`config.mk`:
```
export PLATFORM = sky130hd
export DESIGN_NAME = timestamp_header_parser_core
export DESIGN_NICKNAME = d
export VERILOG_FILES = /design/src/hdl/tshp_pkg.sv /design/src/hdl/tshp_step.sv /design/src/hdl/timestamp_header_parser_core.sv
export SDC_FILE = /design/constraint.sdc
export NUM_CORES = 1
export LEC_CHECK = 0
export ABC_AREA = 1
export BUFFER_PORTS_ARGS = -buffer_cell sky130_fd_sc_hd__buf_2
export CAP_MARGIN = 30
export CORE_MARGIN = 2
export CORE_UTILIZATION = 55
export CTS_BUF_LIST = sky130_fd_sc_hd__clkbuf_16
export CTS_CLUSTER_SIZE = 16
export DETAILED_ROUTE_END_ITERATION = 8
export GPL_TIMING_DRIVEN = 1
export PLACE_DENSITY_LB_ADDON = 0.12
export SYNTH_ARGS = -nofsm -noshare
export SYNTH_HDL_FRONTEND = slang
export SYNTH_SLANG_ARGS = --single-unit
```
`constraint.sdc`:
```
create_clock -name clk_i -period 12 [get_ports clk_i]
set_input_delay 0.6 -clock clk_i [delete_from_list [all_inputs] [get_ports clk_i]]
set_output_delay 0.6 -clock clk_i [all_outputs]
set_load 0.005 [all_outputs]
```
`src/hdl/tshp_pkg.sv`:
```
// Shared types and constants of the timestamp header parser.
package tshp_pkg;

  localparam int unsigned WordW   = 32;
  localparam int unsigned HalfW   = 16;
  localparam int unsigned LongW   = 64;
  localparam int unsigned ShortW  = 48;
  localparam int unsigned UsedW   = 8;
  localparam int unsigned StatusW = 2;
  localparam int unsigned GroupW  = 2;
  localparam int unsigned ResDataW = WordW + LongW + ShortW + UsedW;

  localparam logic [HalfW-1:0] LongMarkerRst  = 16'h03e1;
  localparam logic [HalfW-1:0] ShortMarkerRst = 16'h00f7;

  // Configuration register indexes
  localparam logic RegLongMarker  = 1'b0;
  localparam logic RegShortMarker = 1'b1;

  // Result status codes
  localparam logic [StatusW-1:0] StOk      = 2'd0;
  localparam logic [StatusW-1:0] StNone    = 2'd1;
  localparam logic [StatusW-1:0] StUnknown = 2'd2;
  localparam logic [StatusW-1:0] StTrunc   = 2'd3;

  // Group sizes modulo four, compared against the wrapped group index
  localparam logic [GroupW-1:0] ShortEnd = 2'd3;
  localparam logic [GroupW-1:0] LongEnd  = 2'd0;

  typedef enum logic [4:0] {
    PhIdle  = 5'b00001,
    PhMark  = 5'b00010,
    PhShort = 5'b00100,
    PhLong  = 5'b01000,
    PhSep   = 5'b10000
  } phase_e;

  typedef struct packed {
    phase_e             phase;
    logic [WordW-1:0]   held_id;
    logic [LongW-1:0]   long_acc;
    logic [ShortW-1:0]  short_acc;
    logic [GroupW-1:0]  group_index;
  } parse_state_t;

  typedef struct packed {
    logic [StatusW-1:0] status;
    logic [WordW-1:0]   src_id;
    logic [LongW-1:0]   long_stamp;
    logic [ShortW-1:0]  short_stamp;
    logic [UsedW-1:0]   words_used;
  } result_t;

endpackage

```
`src/hdl/tshp_step.sv`:
```
// Next-state and result logic for one header word.
module tshp_step import tshp_pkg::*; #(
  parameter int unsigned COUNT_WIDTH = 8
) (
  input  parse_state_t           cur_i,
  input  logic [COUNT_WIDTH-1:0] cnt_i,
  input  logic [WordW-1:0]       word_i,
  input  logic                   first_i,
  input  logic                   last_i,
  input  logic [HalfW-1:0]       long_marker_i,
  input  logic [HalfW-1:0]       short_marker_i,
  output parse_state_t           nxt_o,
  output logic [COUNT_WIDTH-1:0] cnt_o,
  output logic                   emit_o,
  output result_t                res_o
);

  logic [HalfW-1:0]         low;
  logic [HalfW-1:0]         upper;
  logic [COUNT_WIDTH-1:0]   cnt_inc;
  logic [COUNT_WIDTH+7:0]   cnt_ext;
  logic [GroupW-1:0]        gi_inc;
  logic [StatusW-1:0]       raw_status;
  logic [LongW-1:0]         long_ins;
  logic [ShortW-1:0]        short_ins;

  assign low     = word_i[HalfW-1:0];
  assign upper   = word_i[WordW-1:HalfW];
  assign cnt_inc = (cnt_i == '1) ? cnt_i : cnt_i + 1'b1;
  assign gi_inc  = cur_i.group_index + 1'b1;

  // Place the low half-word at the slot picked by the group index
  always_comb begin
    long_ins  = '0;
    short_ins = '0;
    case (cur_i.group_index)
      2'd0: begin
        long_ins[15:0]  = low;
        short_ins[15:0] = low;
      end
      2'd1: begin
        long_ins[31:16]  = low;
        short_ins[31:16] = low;
      end
      2'd2: begin
        long_ins[47:32]  = low;
        short_ins[47:32] = low;
      end
      default: begin
        long_ins[63:48] = low;
      end
    endcase
  end

  always_comb begin
    nxt_o      = cur_i;
    cnt_o      = cnt_i;
    emit_o     = 1'b0;
    raw_status = StOk;
    if (first_i) begin
      nxt_o.held_id     = word_i;
      nxt_o.long_acc    = '0;
      nxt_o.short_acc   = '0;
      nxt_o.group_index = '0;
      nxt_o.phase       = PhMark;
      cnt_o             = COUNT_WIDTH'(1);
      if (last_i) begin
        emit_o     = 1'b1;
        raw_status = StTrunc;
      end
    end else begin
      unique case (cur_i.phase)
        PhMark: begin
          cnt_o = cnt_inc;
          if (upper == short_marker_i) begin
            nxt_o.short_acc   = {{(ShortW-HalfW){1'b0}}, low};
            nxt_o.phase       = PhShort;
            nxt_o.group_index = 2'd1;
            if (last_i) begin
              emit_o     = 1'b1;
              raw_status = StTrunc;
            end
          end else if (upper == long_marker_i) begin
            nxt_o.long_acc    = {{(LongW-HalfW){1'b0}}, low};
            nxt_o.phase       = PhLong;
            nxt_o.group_index = 2'd1;
            if (last_i) begin
              emit_o     = 1'b1;
              raw_status = StTrunc;
            end
          end else begin
            emit_o     = 1'b1;
            raw_status = StUnknown;
          end
        end
        PhShort, PhLong: begin
          cnt_o = cnt_inc;
          if (cur_i.phase == PhShort) begin
            nxt_o.short_acc = cur_i.short_acc | short_ins;
          end else begin
            nxt_o.long_acc = cur_i.long_acc | long_ins;
          end
          nxt_o.group_index = gi_inc;
          if (gi_inc == ((cur_i.phase == PhShort) ? ShortEnd : LongEnd)) begin
            nxt_o.group_index = '0;
            nxt_o.phase       = PhSep;
            if (last_i) begin
              emit_o     = 1'b1;
              raw_status = StOk;
            end
          end else if (last_i) begin
            emit_o     = 1'b1;
            raw_status = StTrunc;
          end
        end
        PhSep: begin
          if (word_i == cur_i.held_id) begin
            cnt_o       = cnt_inc;
            nxt_o.phase = PhMark;
            if (last_i) begin
              emit_o     = 1'b1;
              raw_status = StTrunc;
            end
          end else begin
            // Mismatching word ends the header and is left for the payload
            emit_o     = 1'b1;
            raw_status = StOk;
          end
        end
        default: begin
          nxt_o.phase = PhIdle;
        end
      endcase
    end
    if (emit_o) begin
      nxt_o.phase = PhIdle;
    end
  end

  assign cnt_ext = {8'b0, cnt_o};

  // Resolve the final status from the updated accumulators
  always_comb begin
    res_o.src_id      = nxt_o.held_id;
    res_o.status      = raw_status;
    res_o.long_stamp  = '0;
    res_o.short_stamp = '0;
    res_o.words_used  = '0;
    if (raw_status == StOk) begin
      if ((nxt_o.long_acc != '0) || (nxt_o.short_acc != '0)) begin
        res_o.long_stamp  = nxt_o.long_acc;
        res_o.short_stamp = nxt_o.short_acc;
        res_o.words_used  = (cnt_ext > (COUNT_WIDTH+8)'(255)) ? 8'hff : cnt_ext[7:0];
      end else begin
        res_o.status = StNone;
      end
    end
  end

endmodule

```
`src/hdl/timestamp_header_parser_core.sv`:
```
// Top level of the timestamp header parser: registers, handshakes and result stage.
//
//  channel   | direction | tdata                         | tuser       | tlast
//  ----------+-----------+-------------------------------+-------------+-----------
//  s_axis    | in        | data_word[31:0]               | first_word  | final_word
//  m_axis    | out       | src_id, long_stamp,           | status[1:0] | -
//            |           | short_stamp, words_used       |             |
//  cfg       | in        | index 0 long_marker, 1 short_marker, 16-bit data
//
// One request per clock cycle unless stalled: each word is parsed by one level of
// compare and half-word insert logic between parse state and result registers.
// A result appears on m_axis the cycle after the word that ends the header.
// s_axis_tready drops only while a result waits and m_axis_tready is low; the
// result register holds its request until it is taken.
// Reset clears the parse to idle, empties the result register and loads the
// marker registers with 0x03e1 (long) and 0x00f7 (short).
module timestamp_header_parser_core import tshp_pkg::*; #(
  parameter int unsigned COUNT_WIDTH = 8
) (
  input  logic                clk_i,
  input  logic                rst_ni,
  // Input words
  input  logic                s_axis_tvalid,
  output logic                s_axis_tready,
  input  logic [WordW-1:0]    s_axis_tdata,   // [31:0] data_word
  input  logic                s_axis_tuser,   // [0] first_word
  input  logic                s_axis_tlast,   // final_word
  // Results
  output logic                m_axis_tvalid,
  input  logic                m_axis_tready,
  // [31:0] src_id, [95:32] long_stamp, [143:96] short_stamp, [151:144] words_used
  output logic [ResDataW-1:0] m_axis_tdata,
  output logic [StatusW-1:0]  m_axis_tuser,   // [1:0] status
  // Configuration writes
  input  logic                cfg_we_i,
  input  logic                cfg_idx_i,
  input  logic [HalfW-1:0]    cfg_wdata_i
);

  parse_state_t           state_q, state_d;
  logic [COUNT_WIDTH-1:0] count_q, count_d;
  logic [HalfW-1:0]       long_marker_q;
  logic [HalfW-1:0]       short_marker_q;
  logic                   out_valid_q;
  result_t                out_q;
  result_t                res;
  logic                   emit;
  logic                   accept;

  // Take a new word unless a result is still waiting downstream
  assign s_axis_tready = !out_valid_q || m_axis_tready;
  assign accept        = s_axis_tvalid && s_axis_tready;

  tshp_step #(
    .COUNT_WIDTH (COUNT_WIDTH)
  ) u_step (
    .cur_i          (state_q),
    .cnt_i          (count_q),
    .word_i         (s_axis_tdata),
    .first_i        (s_axis_tuser),
    .last_i         (s_axis_tlast),
    .long_marker_i  (long_marker_q),
    .short_marker_i (short_marker_q),
    .nxt_o          (state_d),
    .cnt_o          (count_d),
    .emit_o         (emit),
    .res_o          (res)
  );

  // Parse state advances only on an accepted word
  always_ff @(posedge clk_i or negedge rst_ni) begin
    if (!rst_ni) begin
      state_q <= '{phase: PhIdle, default: '0};
      count_q <= '0;
    end else if (accept) begin
      state_q <= state_d;
      count_q <= count_d;
    end
  end

  // Marker registers
  always_ff @(posedge clk_i or negedge rst_ni) begin
    if (!rst_ni) begin
      long_marker_q  <= LongMarkerRst;
      short_marker_q <= ShortMarkerRst;
    end else if (cfg_we_i) begin
      unique case (cfg_idx_i)
        RegLongMarker:  long_marker_q  <= cfg_wdata_i;
        RegShortMarker: short_marker_q <= cfg_wdata_i;
        default: ;
      endcase
    end
  end

  // Result register: fill on an ending word, drop once taken
  always_ff @(posedge clk_i or negedge rst_ni) begin
    if (!rst_ni) begin
      out_valid_q <= 1'b0;
    end else if (s_axis_tready) begin
      out_valid_q <= accept && emit;
    end
  end

  always_ff @(posedge clk_i) begin
    if (accept && emit) begin
      out_q <= res;
    end
  end

  assign m_axis_tvalid = out_valid_q;
  assign m_axis_tuser  = out_q.status;
  assign m_axis_tdata  = {out_q.words_used, out_q.short_stamp, out_q.long_stamp,
                          out_q.src_id};

endmodule

```
Word-level counts from Yosys, hierarchy flattened
Cells that the tools add are included.
{"block": "word_totals", "ff_bits": 346, "inputBits": 56, "out_inout_bits": 156, "wordCells": 96}
{"block": "op_classes", "n_addsub": 2, "magnitude_cmp": 1, "n_eq_ne": 15, "muxes": 43, "bitwise_logic": 3, "n_reduce_logical": 18}
{"operator": "case mux 114 bit (2 select lines)", "count": 1}
{"operator": "2-to-1 mux 64 bit", "count": 3}
{"operator": "2-to-1 mux 114 bit", "count": 1}
{"operator": "2-to-1 mux 48 bit", "count": 2}
{"operator": "2-to-1 mux 16 bit", "count": 4}
{"operator": "bitwise OR 64 bit", "count": 1}
{"operator": "nonzero test 64 bit", "count": 1}
{"operator": "bitwise OR 48 bit", "count": 1}
{"operator": "nonzero test 48 bit", "count": 1}
{"operator": "== test 16 bit", "count": 2}
{"operator": "== test 32 bit", "count": 1}
{"operator": "2-to-1 mux 32 bit", "count": 1}
{"operator": "2-to-1 mux 8 bit", "count": 4}
{"operator": "2-to-1 mux 5 bit", "count": 6}
{"operator": "2-to-1 mux 2 bit", "count": 12}
{"operator": "case mux 8 bit (2 select lines)", "count": 1}
{"operator": "case mux 5 bit (3 select lines)", "count": 1}
{"operator": "adder 8 x 1 -> 8 bit, second input constant", "count": 1}
{"operator": "== test 8 bit, second input constant", "count": 1}
{"operator": "> comparator 8 bit, second input constant", "count": 1}
{"operator": "inequality test 4 x 3 -> 1 bit, second input constant", "count": 2}
{"operator": "case mux 2 bit (3 select lines)", "count": 1}
{"operator": "AND reduction 2 bit", "count": 3}
{"operator": "OR reduction 3 bit", "count": 2}
{"operator": "other kinds (21)", "count": 28}

Longest topological paths before layout
Gate-level depths: netlist of run 1.
{"block": "depth", "depth_word": 11, "ltp_mapped": 22, "depth_no_buf": 19}

By module
From an unflattened synthesis of run 1, not the netlist that was laid out.
{"block": "unflattened", "hier_cells": 2351, "area_unflattened_um2": 18241.2}
{"mod": "timestamp_header_parser_core", "instances": 1, "cells_per_inst": 971, "area_each_um2": 12102.9, "seq_area_each_um2": 9446.6}
{"mod": "tshp_step", "instances": 1, "cells_per_inst": 1380, "area_each_um2": 6138.4, "seq_area_each_um2": 0.0}

Worst setup path after synthesis of run 1
Ideal clock, no wire load.
{"block": "synth_timing", "kind": "input port to flip-flop", "from": "in s_axis_tuser", "to": "reg out_q (netlist bit m_axis_tdata[0]) (enable)", "setup_time_ns": 0.670, "arrival_time_ns": 8.160, "required_ns": 11.330, "slack_ns": 3.170, "path_stages": 10, "n_path_buf": 3, "cell_sequence": "buf_2 clkinv_1 clkbuf_1 clkbuf_1 nand2_1 inv_1 o21ai_0 inv_1 nor2_1 nor2_1"}
{"block": "synth_between", "elab_chain_len": 2}
{"item": "start: declaration", "line": "timestamp_header_parser_core.sv:26", "source": "input logic s_axis_tuser,"}
{"item": "2-to-1 mux 1 bit", "line": "tshp_step.sv:60", "source": "if (first_i) begin"}
{"item": "logical AND 1 bit", "line": "timestamp_header_parser_core.sv:105", "source": "if (accept && emit) begin"}
{"item": "end signal: assignment", "line": "timestamp_header_parser_core.sv:106", "source": "out_q <= res;"}
{"item": "end: declaration", "line": "timestamp_header_parser_core.sv:45", "source": "result_t out_q;"}
No other way between the ends.
A chain may end at the register's enable or synchronous reset.

Final worst setup path of run 1
{"block": "layout_timing", "from": "reg state_q[150] (netlist bit)", "to": "reg out_q (netlist bit m_axis_tdata[105]), data pin"}
{"block": "layout_between", "elab_chain_len": 8, "word_cells_on_any_way": 19, "cone_classes": "eq/ne (5); mux (8); reduce/logical (6)"}
{"item": "start: declaration", "line": "timestamp_header_parser_core.sv:40", "source": "parse_state_t state_q, state_d;"}
{"item": "start signal: assignment", "line": "timestamp_header_parser_core.sv:76", "source": "state_q <= state_d;"}
{"item": "== test 5 x 3 -> 1 bit", "line": "tshp_step.sv:72, tshp_step.sv:98, tshp_step.sv:104"}
{"item": "2-to-1 mux 2 bit", "line": "tshp_step.sv:104", "source": "if (gi_inc == ((cur_i.phase == PhShort) ? ShortEnd : LongEnd)) begin"}
{"item": "== test 2 bit", "line": "tshp_step.sv:104"}
{"item": "2-to-1 mux 2 bit", "line": "tshp_step.sv:104"}
{"item": "case mux 2 bit (3 select lines)", "line": "tshp_step.sv:72", "source": "unique case (cur_i.phase)"}
{"item": "2-to-1 mux 2 bit", "line": "tshp_step.sv:60"}
{"item": "logical NOT 2 bit", "line": "tshp_step.sv:149", "source": "if (raw_status == StOk) begin"}
{"item": "AND reduction 2 bit (no line)"}
Several ways; a longest one is shown, not always the timed one.

==> summary.txt, run 1 <==
==================================================================================
Largest net degree at the start of global routing ...................           96
Number of nets in the layout ........................................         2252
Initial Utilization .................................................       55.46%
Total instance count after detailed placement .......................         2548
Share of synthesized area occupied by flip-flops and latches ........       55.97%
# fillers ...........................................................         2710
Number of global-route vias before repair ...........................        13140
Largest vdd supply drop .............................................   0.09956 mV
Library cell with the highest instance count after synthesis ........      nand2_1
Routed via count divided by cell count ..............................        5.437
Final worst path period share .......................................       41.29%
Count of input and output buffers ...................................          211
Share of Yosys cell area claimed by the top area cell type ..........       27.40%
Source-to-sink clock delay at the later pin of the worst-skew pair ..      0.52 ns
Global placer's final weighted congestion ...........................       0.9464
Adder-Cell Fraction of Synth Area ...................................      0.3707%
Count of vias placed by the detailed router .........................        14210
Maximum frequency from static timing analysis .......................   0.2018 GHz
Clock root buffer ...................................................    clkbuf_16
Worst Setup Path Type ............................................... flop to flop
Worst endpoint required time ........................................     12.23 ns
Setup clock skew after layout .......................................   0.01179 ns
CTS H-tree lvls .....................................................            2
Hold violation count in the final report ............................            0
Register Area ....................................................... 0.009447 mm^2
Post-synth top flop .................................................      dfrtp_1
Average footprint of a synthesized cell .............................   8.265 um^2
DRC errors left .....................................................            0
Chip Width ..........................................................     179.2 um
Synth Net Count .....................................................         2103
Post-synth EDFFs ....................................................          154
Count of TritonRoute iterations in the first routing pass ...........            6
Time the worst path needs with I/O delays and setup .................     4.954 ns
Die Footprint ....................................................... 0.03210 mm^2
Maximum buffer depth of the clock tree ..............................            3
Post-synthesis async set-or-reset flop share ........................       55.49%
Worst hold margin ...................................................    0.1567 ns
Top Ports ...........................................................          212
Final core area utilization .........................................       62.98%
Synth cell count leaders ............................................ 636 x nand2_1, 248 x o21ai_0, 211 x inv_1, 192 x nor2_1, 178 x dfrtp_1
Reg clk slew, reported paths ........................................      0.06 ns
Number of buffers created by CTS ....................................           37
Arrival time reported for the critical path endpoint ................      5.19 ns
Xor/xnor share of the synthesized area ..............................      0.2595%
Number of library cell types mapped by synthesis ....................           31
Fin Setup TNS .......................................................         0 ns
Cells taking the most area after synthesis .......................... edfxtp_1 27%, dfrtp_1 26%, nand2_1 14%
Post-synthesis sequential element count .............................          346
Wire length of the first global-routing pass ........................     70.87 mm
Cell Chain, Critical Path ........................................... inv_2 > nand3_2 > inv_2 > nand3_2 > nand2_1 > inv_2 > o21ai_0 > nand4_1 > nor2_1 > nand2_1 > nor2_1 > nand3_1 > nand2_4 > buf_4 > nor2_1
Antenna diode count .................................................            0
Biggest cell delay along the critical path ..........................      0.66 ns
Transition time at the pin with the least slew margin ...............    0.9405 ns
Row count ...........................................................           64
Area of combinational cells with multiple inputs .................... 0.006000 mm^2
Main combinational cell family by area after synthesis .............. simple AND/OR/NAND/NOR gates
Number of endpoints failing setup at the final stage ................            0
Simple-gate area share of the yosys netlist .........................       22.84%
Final instance area ................................................. 0.01916 mm^2
RSZ-0062 raised after global routing ................................           no
Antenna Nets Post-Route .............................................            0
Master of the slowest instance on the critical path .................        buf_4
Tot GR Track Use ....................................................       28.49%
Overall routed net length ...........................................     44.98 mm
Ratio of total power to cell area ................................... 140.1 mW/mm^2
Post-CTS Repair Setup Buffers .......................................            0
HPWL Detailed .......................................................     30.26 mm
Max_slew headroom ...................................................       37.30%
Static power due to leakage .........................................     8.267 nW
Die Span Y ..........................................................     179.2 um
Congestion Overflow GR ..............................................            0
Share of final-layout standard cells stronger than drive strength 1 .       14.75%
Complex-gate fraction of the synthesized area .......................       11.91%
Core area ........................................................... 0.03043 mm^2
Mux cell area share after synthesis .................................           0%
Clock tree from TritonCTS ...........................................        built
Synth area leader ...................................................     edfxtp_1
Endpoint type of the worst setup path ...............................         flop
Highest net fanout along the worst path .............................           70
Number of hold buffers added after CTS ..............................            0
Antenna violations before repair ....................................            0
Count of final max-slew check failures ..............................            0
CTS sink count ......................................................          346
Post-synthesis instance total .......................................         2042
Layout overhead on the synthesized area .............................       13.54%
Worst hold-check path type .......................................... input pin to asynchronous set/reset pin
Warnings, synthesis .................................................            0
Iter 0 DRT Violations ...............................................         1705
Cell area after placement ........................................... 0.01809 mm^2
WL/cell .............................................................     17.21 um
Maximum Capacitance Violations ......................................            0
Area of the mapped netlist .......................................... 0.01688 mm^2
Type of origin of the critical path .................................         flop
Filler-free cell count of the finished design .......................         2613
Outcome ............................................................. finished, final reports clean
Post-CTS sizing .....................................................            0
==================================================================================
[state kept, by name (all words and copies together), names as in the netlist]
register and flops:
m_axis_tdata 152, state_q 151, long_marker_q 16, short_marker_q 16, count_q 8, m_axis_tuser 2
m_axis_tvalid 1
[worst paths after layout]
| kind | start | end | slack [ns] | cells past startpoint |
|---|---|---|---|---|
| worst max-delay path | state_q[150]$_DFFE_PN0P_ | m_axis_tdata[105]$_SDFFCE_PN0P_ | 7.05 | 15 |
| max in group asynchronous | rst_ni | state_q[41]$_DFFE_PN0P_ | 10.52 | 2 |
| worst max register to register | state_q[150]$_DFFE_PN0P_ | m_axis_tdata[105]$_SDFFCE_PN0P_ | 7.05 | 15 |
| worst min register to register | state_q[20]$_DFFE_PN0P_ | state_q[20]$_DFFE_PN0P_ | 0.48 | 2 |
| min in group clk_i | cfg_wdata_i[0] | short_marker_q[0]$_DFFE_PN1P_ | 0.32 | 3 |
| worst min-delay path | rst_ni | short_marker_q[3]$_DFFE_PN0P_ | 0.16 | 1 |
[layout by cell type (no fill, tap or decap), drive strengths merged, types with 5 or more instances in the layout]
cell,n
nand2,637
o21ai,263
inv,253
buf,228
nor2,194
dfrtp,178
edfxtp,154
nand4,55
a21oi,55
nand3,44
clkbuf,37
o21bai,32
o211ai,17
nand3b,15
clkinv,15
dfstp,14
nor3,6
xnor2,5
o31ai,5
ha,5
[where the power goes]
group / leakage, nW / switching [W] / total (W) / internal (W)
Combinational: 3.68 / 0.000227 / 0.000311 / 0.0000843
Sequential: 4.01 / 0.0000348 / 0.00134 / 0.00131
Clock: 0.574 / 0.000453 / 0.00103 / 0.000579
[worst max-delay path: cells and delay by family, from the launching register on]
kind / cells / cell delay [ns]
compound gates: 1 / 0.15
flops: 1 / 0.38
simple gates: 10 / 2.32
buf+inv: 4 / 1.72
[metrics by stage]
stage / total power, W / worst slack (ns)
after global placement: 0.001663 / 7.090
after floorplan: 0.001565 / 3.170
after detailed placement: 0.001675 / 6.943
after CTS: 0.002699 / 7.107
after global routing: 0.002790 / 6.636
final: 0.002686 / 7.046
[layer usage]
| layer | vias up | part of all wire [%] | GRT usage (%) | wire length (um) |
|---|---|---|---|---|
| li1 | 6889 | - | - | - |
| met3 | 81 | 8.4 | 4.856 | 3763 |
| met1 | 6654 | 43 | 41.02 | 19520 |
| met4 | 0 | 2.6 | 7.493 | 1156 |
| met5 | - | 0 | 0 | 0 |
| met2 | 582 | 46 | 45.03 | 20540 |
[cell families (layout without fill, tap and decap cells)]
| family | after synthesis | count (layout) |
|---|---|---|
| simple gates | 952 | 952 |
| buf+inv | 360 | 535 |
| fa+ha+maj | 5 | 5 |
| compound gates | 374 | 374 |
| flops | 346 | 346 |
| xor+xnor | 5 | 5 |
[final cells by class]
type,count,share of cell area [%]
well taps,396,2.586
flip-flops and latches,346,49.29
repair buffers,228,6.496
multi-input cells,1336,31.31
clock inverters,28,0.7443
clock buffers,37,4.832
inverters,242,4.740
Note: power is estimated with default switching activity, not from simulation.
==> run 2, diff against run 1 <==
Clock period 12 ns to 4.62 ns, I/O delays scaled along.
==> run 2 against run 1 <==
Effect of this change:
- cell area is 1.2% higher
- first-iteration DRC count increased by 7.2%
- register-to-register slack got worse by 6.2 ns
- die area did not move
- hold slack got worse by 0.15 ns
- via count increased by 1.7%
- count of clock-buffer cells in the layout stayed put
==> summary.txt, run 2 (synthesized netlist as in run 1, its figures left out) <==
==================================================================================
Count of TritonRoute iterations in the first routing pass ...........            5
Global placer's final weighted congestion ...........................       0.9113
Fin Setup TNS .......................................................         0 ns
Iter 0 DRT Violations ...............................................         1827
Power Total .........................................................   0.007027 W
Launch instance of the worst register-to-register path .............. short_marker_q[0]$_DFFE_PN1P_
Clock root buffer ...................................................    clkbuf_16
Source-to-sink clock delay at the later pin of the worst-skew pair ..      0.52 ns
Most common cell after layout, fill and taps aside ..................      nand2_1
Number of buffers created by CTS ....................................           36
Die Footprint ....................................................... 0.03210 mm^2
Share of final-layout standard cells stronger than drive strength 1 .       14.72%
Type of origin of the critical path .................................         flop
Antenna violations before repair ....................................            1
Hold violation count in the final report ............................            0
RSZ-0062 raised after global routing ................................           no
Reg clk slew, reported paths ........................................      0.06 ns
Final worst path period share .......................................       82.63%
Chip Width ..........................................................     179.2 um
Worst Setup Path Type ............................................... flop to flop
Maximum Capacitance Violations ......................................            0
Count of input and output buffers ...................................          211
Layout overhead on the synthesized area .............................       14.86%
Count of vias placed by the detailed router .........................        14450
CTS sink count ......................................................          346
Endpoint type of the worst setup path ...............................         flop
Tot GR Track Use ....................................................       28.66%
Routed via count divided by cell count ..............................        5.490
Post-CTS Repair Setup Buffers .......................................            0
Largest register FFs ................................................          152
Worst hold margin ...................................................   0.01028 ns
Time the worst path needs with I/O delays and setup .................     3.817 ns
Worst endpoint required time ........................................      4.88 ns
Arrival time reported for the critical path endpoint ................      4.07 ns
Count of final max-slew check failures ..............................            0
Static power due to leakage .........................................     8.349 nW
Max_slew headroom ...................................................       30.40%
Timing startpoint of the critical path .............................. short_marker_q[0]$_DFFE_PN1P_
Area of combinational cells with multiple inputs .................... 0.006000 mm^2
Top library cells by usage in the layout, fill and taps aside ....... 634 x nand2_1, 248 x o21ai_0, 220 x inv_1, 209 x buf_2, 191 x nor2_1
Total instance count after detailed placement .......................         2551
Congestion Overflow GR ..............................................            0
HPWL Detailed .......................................................     30.48 mm
Number of nets in the layout ........................................         2271
Overall routed net length ...........................................     45.96 mm
# fillers ...........................................................         2634
Antenna Nets Post-Route .............................................            0
Highest net fanout along the worst path .............................           64
Largest net degree at the start of global routing ...................          113
Number of endpoints failing setup at the final stage ................            0
Worst R2R Path Depth ................................................           21
Antenna diode count .................................................            0
Row count ...........................................................           64
Endpoint of the worst setup timing path ............................. m_axis_tdata[118]$_SDFFCE_PN0P_
DRC errors left .....................................................            0
Transition time at the pin with the least slew margin ...............     1.044 ns
CTS H-tree lvls .....................................................            2
Setup clock skew after layout .......................................   0.01260 ns
Number of global-route vias before repair ...........................        13400
Initial Utilization .................................................       55.46%
Ratio of total power to cell area ................................... 362.5 mW/mm^2
Worst reg2reg path endpoint ......................................... m_axis_tdata[118]$_SDFFCE_PN0P_
Setup slack of the most critical reg-to-reg path ....................      0.80 ns
Outcome ............................................................. finished, final reports clean
Worst hold-check path type .......................................... input pin to flop
Top Ports ...........................................................          212
WL/cell .............................................................     17.47 um
Wire length of the first global-routing pass ........................     71.38 mm
Maximum buffer depth of the clock tree ..............................            3
Register Area ....................................................... 0.009447 mm^2
Filler-free cell count of the finished design .......................         2631
Core area ........................................................... 0.03043 mm^2
Clock tree from TritonCTS ...........................................        built
Maximum frequency from static timing analysis .......................   0.2620 GHz
Largest vdd supply drop .............................................    0.2509 mV
Die Span Y ..........................................................     179.2 um
==================================================================================
-- run 2: per-layer routing --
layer  part of all wire (%)  vias up  global-route usage, %
met1                     43     6752                  41.67
met5                      0        -                      0
li1                       -     6928                      -
met2                     45      644                  43.86
met3                    8.4      121                  4.580
met4                    3.7        0                  10.11
-- run 2: how the worst min path moves through the flow --
| stage | start | to | slack, ns | cells past startpoint |
|---|---|---|---|---|
| 2_1_floorplan | rst_ni | count_q[0]$_DFFE_PN0P_ | -0.06 | 0 |
| 3_3_place_gp | rst_ni | short_marker_q[14]$_DFFE_PN0P_ | 0.33 | 1 |
| 3_5_place_dp | rst_ni | long_marker_q[14]$_DFFE_PN0P_ | 0.34 | 1 |
| 4_1_cts | cfg_wdata_i[11] | long_marker_q[11]$_DFFE_PN0P_ | 0.0005 | 3 |
| 5_1_grt | cfg_wdata_i[11] | short_marker_q[11]$_DFFE_PN0P_ | 0.04 | 3 |
| 6_report | cfg_wdata_i[11] | long_marker_q[11]$_DFFE_PN0P_ | 0.01 | 3 |
-- run 2: where the power goes --
part           switching [W]  internal, W  leakage, nW  total [W]
clock network        0.00117      0.00155        0.565    0.00272
registers          0.0000865      0.00340         4.01    0.00348
logic               0.000590     0.000228         3.78   0.000818
-- run 2: final cells by class --
type / count / area share, %
tap: 396 / 2.556
inverter: 242 / 4.686
clock buffer: 37 / 4.776
clock inverter: 26 / 0.8132
multi-input combinational: 1336 / 30.95
timing repair buffer: 248 / 7.493
sequential: 346 / 48.73
-- run 2: critical path: stages (launching register included) --
cell and delay, ns:
dfstp_2 0.55, inv_1 0.05, nand2_1 0.05, nand2_1 0.04, nor2_1 0.10, nand2_1 0.07, nor2_2 0.20, nand2_1 0.12
nand3_2 0.13, buf_12 0.27, nand2_2 0.26, nand2_1 0.14, nand2_1 0.06, inv_1 0.17, nand2_1 0.08, nor2_1 0.11
nand2_1 0.06, nor2_1 0.15, nand3_1 0.14, nand2_4 0.32, buf_4 0.37, nor2_1 0.10
-- run 2: metrics by stage --
stage | setup slack (ns) | utilization [%] | area, um^2
after floorplan | 0.3901 | - | 16880
after global placement | 0.9798 | 59.53 | 18110
after detailed placement | 0.8819 | 59.53 | 18110
after CTS | 0.8593 | 63.62 | 19360
after global routing | 0.5168 | 63.71 | 19390
final | 0.8026 | 63.71 | 19390
-- run 2: what timing repair did --
| item | CTS | global route |
|---|---|---|
| gates resized for setup | 0 | 0 |
| endpoints found under the hold margin | 88 | 0 |
| hold buffers | 16 | 0 |
==> run 3, diff against run 2 <==
Settings changed: CORE_UTILIZATION 55 to 53.
Clock period 4.62 ns to 3.4 ns, I/O delays scaled along.
==> run 3 against run 2 <==
Effect of this change:
- clock power increased by 49%
- critical path depth fell by 2
- cell area is 2.0% higher
- largest power group unchanged
- die area up 3.7%
==> summary.txt, run 3 (synthesized netlist as in run 1, its figures left out) <==
==================================================================================
Outcome ............................................................. finished, final reports clean
Core area ........................................................... 0.03147 mm^2
Worst endpoint required time ........................................      3.67 ns
Routed via count divided by cell count ..............................        5.414
DRC errors left .....................................................            0
Die Footprint ....................................................... 0.03329 mm^2
Transition time at the pin with the least slew margin ...............    0.9803 ns
Initial Utilization .................................................       53.62%
Maximum frequency from static timing analysis .......................   0.3179 GHz
Clock root buffer ...................................................    clkbuf_16
Number of global-route vias before repair ...........................        13260
Top library cells by usage in the layout, fill and taps aside ....... 632 x nand2_1, 247 x o21ai_0, 219 x inv_1, 209 x buf_2, 187 x nor2_1
Overall routed net length ...........................................     46.31 mm
Final instance area ................................................. 0.01978 mm^2
Antenna violations before repair ....................................            0
Antenna Nets Post-Route .............................................            0
Master of the slowest instance on the critical path .................      dfstp_2
Static power due to leakage .........................................     8.533 nW
Arrival time reported for the critical path endpoint ................      3.42 ns
Cell Chain, Critical Path ........................................... nand2_1 > nand2_1 > nand2_1 > nor2_1 > nand2_1 > nor2_2 > nand3_2 > buf_12 > o21ai_0 > nand2_1 > inv_1 > nand2_1 > nor2_1 > nand2_1 > nor2_1 > nand3_1 > nand2_4 > clkbuf_16 > nor2_1
CTS H-tree lvls .....................................................            2
Congestion Overflow GR ..............................................            0
Die Span Y ..........................................................     182.5 um
Endpoint type of the worst setup path ...............................         flop
Setup slack of the most critical reg-to-reg path ....................      0.25 ns
Reg clk slew, reported paths ........................................      0.06 ns
Type of origin of the critical path .................................         flop
Largest net degree at the start of global routing ...................          193
Number of buffers created by CTS ....................................           38
Count of TritonRoute iterations in the first routing pass ...........            6
Share of final-layout standard cells stronger than drive strength 1 .       15.88%
Kind of cell adding the most delay to the critical path ............. simple AND/OR/NAND/NOR gates
Most common cell type on the critical path ..........................      nand2_1
Chip Width ..........................................................     182.5 um
Time the worst path needs with I/O delays and setup .................     3.146 ns
Most common cell after layout, fill and taps aside ..................      nand2_1
CTS sink count ......................................................          346
Hold violation count in the final report ............................            0
Final core area utilization .........................................       62.83%
Final worst path period share .......................................       92.52%
Maximum Capacitance Violations ......................................            0
Highest net fanout along the worst path .............................           72
Setup clock skew after layout .......................................   0.01991 ns
Largest vdd supply drop .............................................    0.4124 mV
Iter 0 DRT Violations ...............................................         1671
HPWL Detailed .......................................................     31.01 mm
Count of final max-slew check failures ..............................            0
Ratio of total power to cell area ................................... 505.4 mW/mm^2
Top Ports ...........................................................          212
Source-to-sink clock delay at the later pin of the worst-skew pair ..      0.53 ns
Number of endpoints failing setup at the final stage ................            0
Tot GR Track Use ....................................................       27.50%
Number of nets in the layout ........................................         2285
# fillers ...........................................................         2689
Count of input and output buffers ...................................          211
WL/cell .............................................................     17.43 um
Bufs and invs on worst path .........................................            3
Worst hold-check path type .......................................... input pin to flop
Count of vias placed by the detailed router .........................        14390
Global placer's final weighted congestion ...........................       0.8949
Cell area after placement ........................................... 0.01831 mm^2
Row count ...........................................................           65
Biggest cell delay along the critical path ..........................      0.54 ns
Post-CTS Repair Setup Buffers .......................................            0
Largest register FFs ................................................          152
Clock tree from TritonCTS ...........................................        built
Max_slew headroom ...................................................       34.49%
Maximum buffer depth of the clock tree ..............................            3
Worst Setup Path Type ............................................... flop to flop
Wire length of the first global-routing pass ........................     71.54 mm
Layout overhead on the synthesized area .............................       17.17%
==================================================================================
-- run 3: layer usage --
metal | up-vias | share of wire, % | GRT usage, %
li1 | 6949 | - | -
met1 | 6747 | 43 | 39.03
met2 | 584 | 45 | 43.10
met3 | 105 | 7.9 | 4.390
met4 | 0 | 3.4 | 10.06
met5 | - | 0 | 0
-- run 3: area by class of cell --
class | instances | area, um^2 | share of cell area (%)
clock buffer | 41 | 1026 | 5.188
antenna | 1 | 2.502 | 0.01265
clock inverter | 29 | 203.9 | 1.031
inverter | 242 | 908.4 | 4.593
multi-input combinational | 1336 | 6033 | 30.51
timing repair buffer | 260 | 1652 | 8.352
sequential | 346 | 9447 | 47.77
tap | 402 | 503.0 | 2.543
-- run 3: power by group --
part	total, W	switching (W)	internal, W
sequential	0.00473	0.000114	0.00462
clock	0.00406	0.00167	0.00240
combinational	0.00120	0.000833	0.000365
-- run 3: final timing paths --
path,end,cells after the start,from
setup / recovery,m_axis_tdata[134]$_SDFFCE_PN0P_,19,long_marker_q[8]$_DFFE_PN1P_
hold / removal,m_axis_tvalid$_DFFE_PN0N_,4,m_axis_tready
setup reg to reg,m_axis_tdata[134]$_SDFFCE_PN0P_,19,long_marker_q[8]$_DFFE_PN1P_
hold reg to reg,state_q[24]$_DFFE_PN0P_,2,state_q[24]$_DFFE_PN0P_
max in group asynchronous,state_q[44]$_DFFE_PN0P_,3,rst_ni
min in group asynchronous,short_marker_q[13]$_DFFE_PN0P_,2,rst_ni
-- run 3: per-stage QoR --
step | std cells | worst slack, ns | TNS (ns) | total power, W | hold slack, ns
detailed placement | 2567 | 0.1760 | 0 | 0.005949 | 0.2832
global route | 2656 | -0.006645 | -0.01377 | 0.01038 | 0.05209
floorplan | 2042 | -0.6546 | -100.81 | 0.005513 | -0.1256
finish | 2657 | 0.2543 | 0 | 0.009994 | 0.02230
CTS | 2654 | 0.1107 | 0 | 0.01002 | 0.01992
global placement | 2567 | 0.2521 | 0 | 0.005924 | 0.2732
-- run 3: timing repair --
item / CTS / global route
resized for setup: 0 / 5
hold endpoints to repair: 93 / 0
hold buffers: 17 / 0
endpoints found under the setup margin: 0 / 119
-- run 3: worst reg2reg max path: cells and delay by family (launching register included) --
kind / cells / cell delay [ns]
buffers and inverters: 3 / 0.51
flip-flops: 1 / 0.54
AND/OR/NAND/NOR: 15 / 1.70
AO/OA/AOI/OAI: 1 / 0.13
